===== src/hw/rtl/rlf_pkg.sv =====
// ----------------------------------------------------------------------------
// rlf_pkg
// Shared constants, types and helpers of the largest-first coloring core.
// ----------------------------------------------------------------------------
package rlf_pkg;

  localparam int unsigned MaxVertices = 64;
  localparam int unsigned VidW        = 6;   // vertex index width
  localparam int unsigned CntW        = 7;   // counts up to MaxVertices
  localparam int unsigned NumLanes    = 2;
  localparam int unsigned PairW       = 5;   // index of a lane pair

  typedef logic [MaxVertices-1:0] row_t;

  // what one lane finds for the vertex it examines
  typedef struct packed {
    logic            valid;   // vertex may join the class
    logic [CntW-1:0] key_a;   // shared neighbours, or initial degree when seeding
    logic [CntW-1:0] key_b;   // uncolored neighbours
  } lane_res_t;

  // best vertex found so far in one sweep
  typedef struct packed {
    logic            valid;
    logic [CntW-1:0] key;
    logic [VidW-1:0] idx;
    row_t            row;
  } best_t;

  // population count of one row
  function automatic logic [CntW-1:0] pop_row(row_t x);
    logic [CntW-1:0] c;
    c = '0;
    for (int b = 0; b < MaxVertices; b++) begin
      c = c + CntW'(x[b]);
    end
    return c;
  endfunction

endpackage


===== src/hw/rtl/rlf_merge.sv =====
// ----------------------------------------------------------------------------
// rlf_merge
// Folds the lane results of one pair into the running best of the sweep.
// ----------------------------------------------------------------------------
module rlf_merge (
  input  rlf_pkg::best_t                   best_a_i,
  input  rlf_pkg::best_t                   best_b_i,
  input  rlf_pkg::lane_res_t               lane0_i,
  input  rlf_pkg::lane_res_t               lane1_i,
  input  logic [rlf_pkg::VidW-1:0]         idx0_i,
  input  logic [rlf_pkg::VidW-1:0]         idx1_i,
  input  rlf_pkg::row_t                    row0_i,
  input  rlf_pkg::row_t                    row1_i,
  output rlf_pkg::best_t                   best_a_o,
  output rlf_pkg::best_t                   best_b_o
);
  import rlf_pkg::*;

  // strictly greater wins, so the lower index keeps ties
  function automatic best_t fold(best_t b, logic v, logic [CntW-1:0] k,
                                 logic [VidW-1:0] i, row_t r);
    best_t n;
    n = b;
    if (v && (!b.valid || (k > b.key))) begin
      n.valid = 1'b1;
      n.key   = k;
      n.idx   = i;
      n.row   = r;
    end
    return n;
  endfunction

  // lower-index lane first
  assign best_a_o = fold(fold(best_a_i, lane0_i.valid, lane0_i.key_a, idx0_i, row0_i),
                         lane1_i.valid, lane1_i.key_a, idx1_i, row1_i);
  assign best_b_o = fold(fold(best_b_i, lane0_i.valid, lane0_i.key_b, idx0_i, row0_i),
                         lane1_i.valid, lane1_i.key_b, idx1_i, row1_i);

endmodule


===== config.mk =====
export PLATFORM = sky130hd
export DESIGN_NAME = rlf_merge
export DESIGN_NICKNAME = d
export VERILOG_FILES = /design/src/hw/rtl/rlf_pkg.sv /design/src/hw/rtl/rlf_merge.sv
export SDC_FILE = /design/constraint.sdc
export NUM_CORES = 1
export LEC_CHECK = 0
export BUFFER_PORTS_ARGS = -buffer_cell sky130_fd_sc_hd__buf_2
export CAP_MARGIN = 40
export CORE_AREA = 2 2 186 188
export DETAILED_ROUTE_END_ITERATION = 10
export DIE_AREA = 0 0 188 190
export GPL_ROUTABILITY_DRIVEN = 0
export SYNTH_ARGS = -nofsm -noshare
export SYNTH_HDL_FRONTEND = slang
export SYNTH_SLANG_ARGS = --single-unit

===== constraint.sdc =====
create_clock -name vclk -period 6.1
set_input_delay 1.22 -clock vclk [all_inputs]
set_output_delay 1.22 -clock vclk [all_outputs]
set_load 0.03 [all_outputs]

# Word-level counts from Yosys, hierarchy flattened
# Index checks and enable logic that the tools add are counted.
# totals
register_bits	0
in_bits	326
output_inout_bits	156
# classes
magnitude_cmp	4
n_mux	4
n_reduce_logical	12
# ops
cell	count
$mux W78	4
$gt A7 B7 Y1	4
$logic_and A1 B1 Y1	4
$logic_not A1 Y1	4
$logic_or A1 B1 Y1	4

# Longest topological paths before layout
# logic_depth
depth_word	8
depth_mapped	19
ltp_nobuf	16

# Worst setup path before layout
# OpenSTA, ideal clock, no wires.
# synth_timing
kind	input port to output port
from	in best_b_i[74] in the netlist's numbering
to	out best_b_o[10] in the netlist's numbering
t_arrival_ns	4.989
required_ns	4.880
path_slack_ns	-0.109
cell_stages	17
n_path_buf	3
path_cell_list	inv_1 ha_1 a211oi_1 o211a_1 a21oi_1 clkbuf_1 mux2i_1 ha_1 nor2b_1 o311ai_1 a211oi_1 a211oi_1 a2111oi_4 or2_1 buf_2 clkbuf_2 o21ai_0
# synth_lines
item	line_no	text
from (decl)	rlf_merge.sv:7	input rlf_pkg::best_t best_b_i,
to (decl)	rlf_merge.sv:15	output rlf_pkg::best_t best_b_o

==> results by group <==
Floorplanning
  • Die Area: about 36000 µm²
  • Die Y: roughly 190 µm
  • Boundary Pins: between 400 and 500
  • Initial core utilization: between 10% and 20%
  • Site Rows: 68
  • Die W: ~190 µm
  • Core Area: 33900 µm²

Global route
  • Overall global routing resource usage: approximately an eighth
  • Largest net degree at the start of global routing: between 40 and 50
  • Vias in the first global route: approximately 6200
  • Initial antenna violation count: 3
  • M2 GR Usage: around 22%
  • Overflow left after global routing: 0
  • First-pass GRT wire length: 36.1 mm
  • Met1 usage in global routing: 16.2%
  • Met3 usage: ~1.4%
  • Most used routing layer: met2

Critical path
  • Crit Path Category: input port to output port
  • Top fanout value on the critical path: 19
  • Worst EP arrival: around 4.8 ns
  • CP Launch Type: input port
  • Critical Path End Type: output port
  • Worst EP required: 4.88 ns

Placement
  • Placed cell count: 1487
  • Post-place setup slack: approximately 0.0059 ns
  • Post-DP HPWL: ~22 mm
  • Port Buffer Count: between 400 and 500

Timing
  • Setup WS post-layout: approximately 0.13 ns
  • Fin crit share: 97.9%
  • Worst slew pin tran: 0.706 ns
  • Max-slew headroom: 52.9%
  • Period minus WS final: ~6.0 ns
  • Final setup violation count: 0
  • Hold WS: around 2.8 ns
  • Max Freq: about 170 MHz
  • RSZ-0062 raised after global routing: yes
  • Endpoints failing hold: 0
  • Final slew viol count: 0

Min path
  • HP Class: input port to output port
  • Hold Startpoint: idx1_i[2]
  • Hold path cells: 3
  • Worst Hold End: best_a_o[66]

Pwr
  • Peak VDD IR: between 0.07 and 0.08 mV
  • Static Leak: approximately 0.0040 µW
  • Pwr dens: approximately 150 nW/µm²

Cells and area
  • Most frequent cells in the layout: buf_2, mux2_2, o21ai_0, mux2i_1, buf_4
  • Share of cells above drive strength 1: around two thirds
  • Layout Cells excl Fill: between 1500 and 2000
  • Layout area overhead: 78.4%
  • Clock buffers: 0
  • Commonest non-fill, non-tap cell in the layout: buf_2
  • Number of sequential cells: 0
  • FF/Latch Area: 0 µm²
  • Nets@finish: about 1400

Route
  • Detailed Routing Iterations Pass 1: 5
  • Final antenna-violating net count: 0
  • DR iter-0 viols: roughly 330
  • Residual DRC: 0
  • DR vias/cell: between 4 and 5
  • Wirelength per Cell: between 15 and 20 µm
  • Via Count: roughly 6600
  • Final WL: 26.7 mm

Yosys
  • Avg Synthesized Cell Area: around 7.7 µm²
  • Syn Inst Count: 571
  • Top cell type's share of synthesized area: 35.4%
  • Yosys Warn Count: 0
  • Synth unique cells: 38
  • Post-synth top area cell: mux2_2
  • Syn Std Cell Area: ~4400 µm²
  • Top area cells in the synthesized netlist: mux2_2, mux2i_1, o21ai_0
  • Syn Nets: between 900 and 1000
  • Seq/Total Area, Yosys: 0%

Run status
  • Outcome: finished clean

Job
  • Maxcap violations: 0
==> power by group <==
part	leakage, µW	switching, µW	internal (µW)
Clock	0.00000000634	0	0.0000219
Sequential	0	0	0
Combinational	0.00404	734	478
==> repair_timing <==
action,4_1_cts,5_1_grt
gates resized for setup,2,59
gates cloned,0,6
setup endpoints to repair,10,152
hold buffers,0,0
pin swaps,0,7
buffers inserted,0,11
==> cell families (layout without fill, tap and decap cells) <==
kind of cell | after synthesis | count (layout) | share of synthesized area [%]
other | 0 | 1 | 0
multiplexers | 219 | 219 | 54.1
adder cells (fa/ha/maj) | 26 | 26 | 7.41
AND/OR/NAND/NOR | 51 | 51 | 5.79
AO/OA/AOI/OAI | 199 | 199 | 24.9
buffers and inverters | 76 | 554 | 7.84
==> Yosys cell counts, drive strengths merged (2+ instances only) <==
cell    count
o21ai     161
mux2      143
mux2i      76
clkbuf     35
ha         26
inv        26
a21oi      16
buf        15
nor2       15
nand2      10
nand4       6
a211oi      5
nor3        5
a21o        4
nor2b       4
o211ai      4
or2         3
and2        2
and4        2
nand3       2
o21a        2
o311ai      2
==> cell type report <==
cell class | instances | area, µm²
multi-input combinational | 495 | 4160
inverter | 26 | 97.6
timing repair buffer | 528 | 3000
antenna | 1 | 2.50
tap | 455 | 569
fill | 3762 | 26100
==> layer usage <==
metal  vias to the layer above  part of all wire (%)
li1                       3108                     -
met3                        46                   7.3
met2                       393                    49
met1                      3029                    40
met5                         -                 0.049
met4                         2                   3.0
==> worst max-delay path by stage <==
stage                 start           end  slack [ns]  cells after the start
2_1_floorplan  best_b_i[74]  best_b_o[10]       -0.11                     17
3_3_place_gp   best_b_i[74]  best_b_o[51]        0.04                     20
3_5_place_dp   best_b_i[72]  best_b_o[30]       0.006                     18
4_1_cts        best_b_i[74]  best_b_o[30]       0.003                     19
5_1_grt        best_b_i[72]  best_b_o[76]       -0.05                     19
6_report       best_b_i[72]  best_b_o[61]        0.13                     19
==> critical path: stages <==
cell	delay, ns
buf_2	0.11
inv_1	0.06
ha_1	0.31
nand3b_1	0.09
a21o_1	0.20
a21oi_1	0.15
buf_4	0.18
mux2i_2	0.24
ha_1	0.27
nor2b_1	0.16
nor3_1	0.19
nor3_1	0.09
a211oi_2	0.29
a2111oi_4	0.13
or2_4	0.32
buf_12	0.14
clkbuf_16	0.18
o21ai_1	0.18
clkbuf_4	0.22
==> metrics by stage <==
step | power, µW | util [%] | cell area (µm²) | TNS (ns)
after floorplan | 734 | - | 4390 | -4.37
after global placement | 1120 | 21.9 | 7440 | 0
after detailed placement | 1120 | 21.9 | 7440 | 0
after CTS | 1130 | 21.9 | 7450 | 0
after global routing | 1290 | 23.1 | 7830 | -1.00
final | 1210 | 23.1 | 7830 | 0
Note: power is estimated with default switching activity, not from simulation.
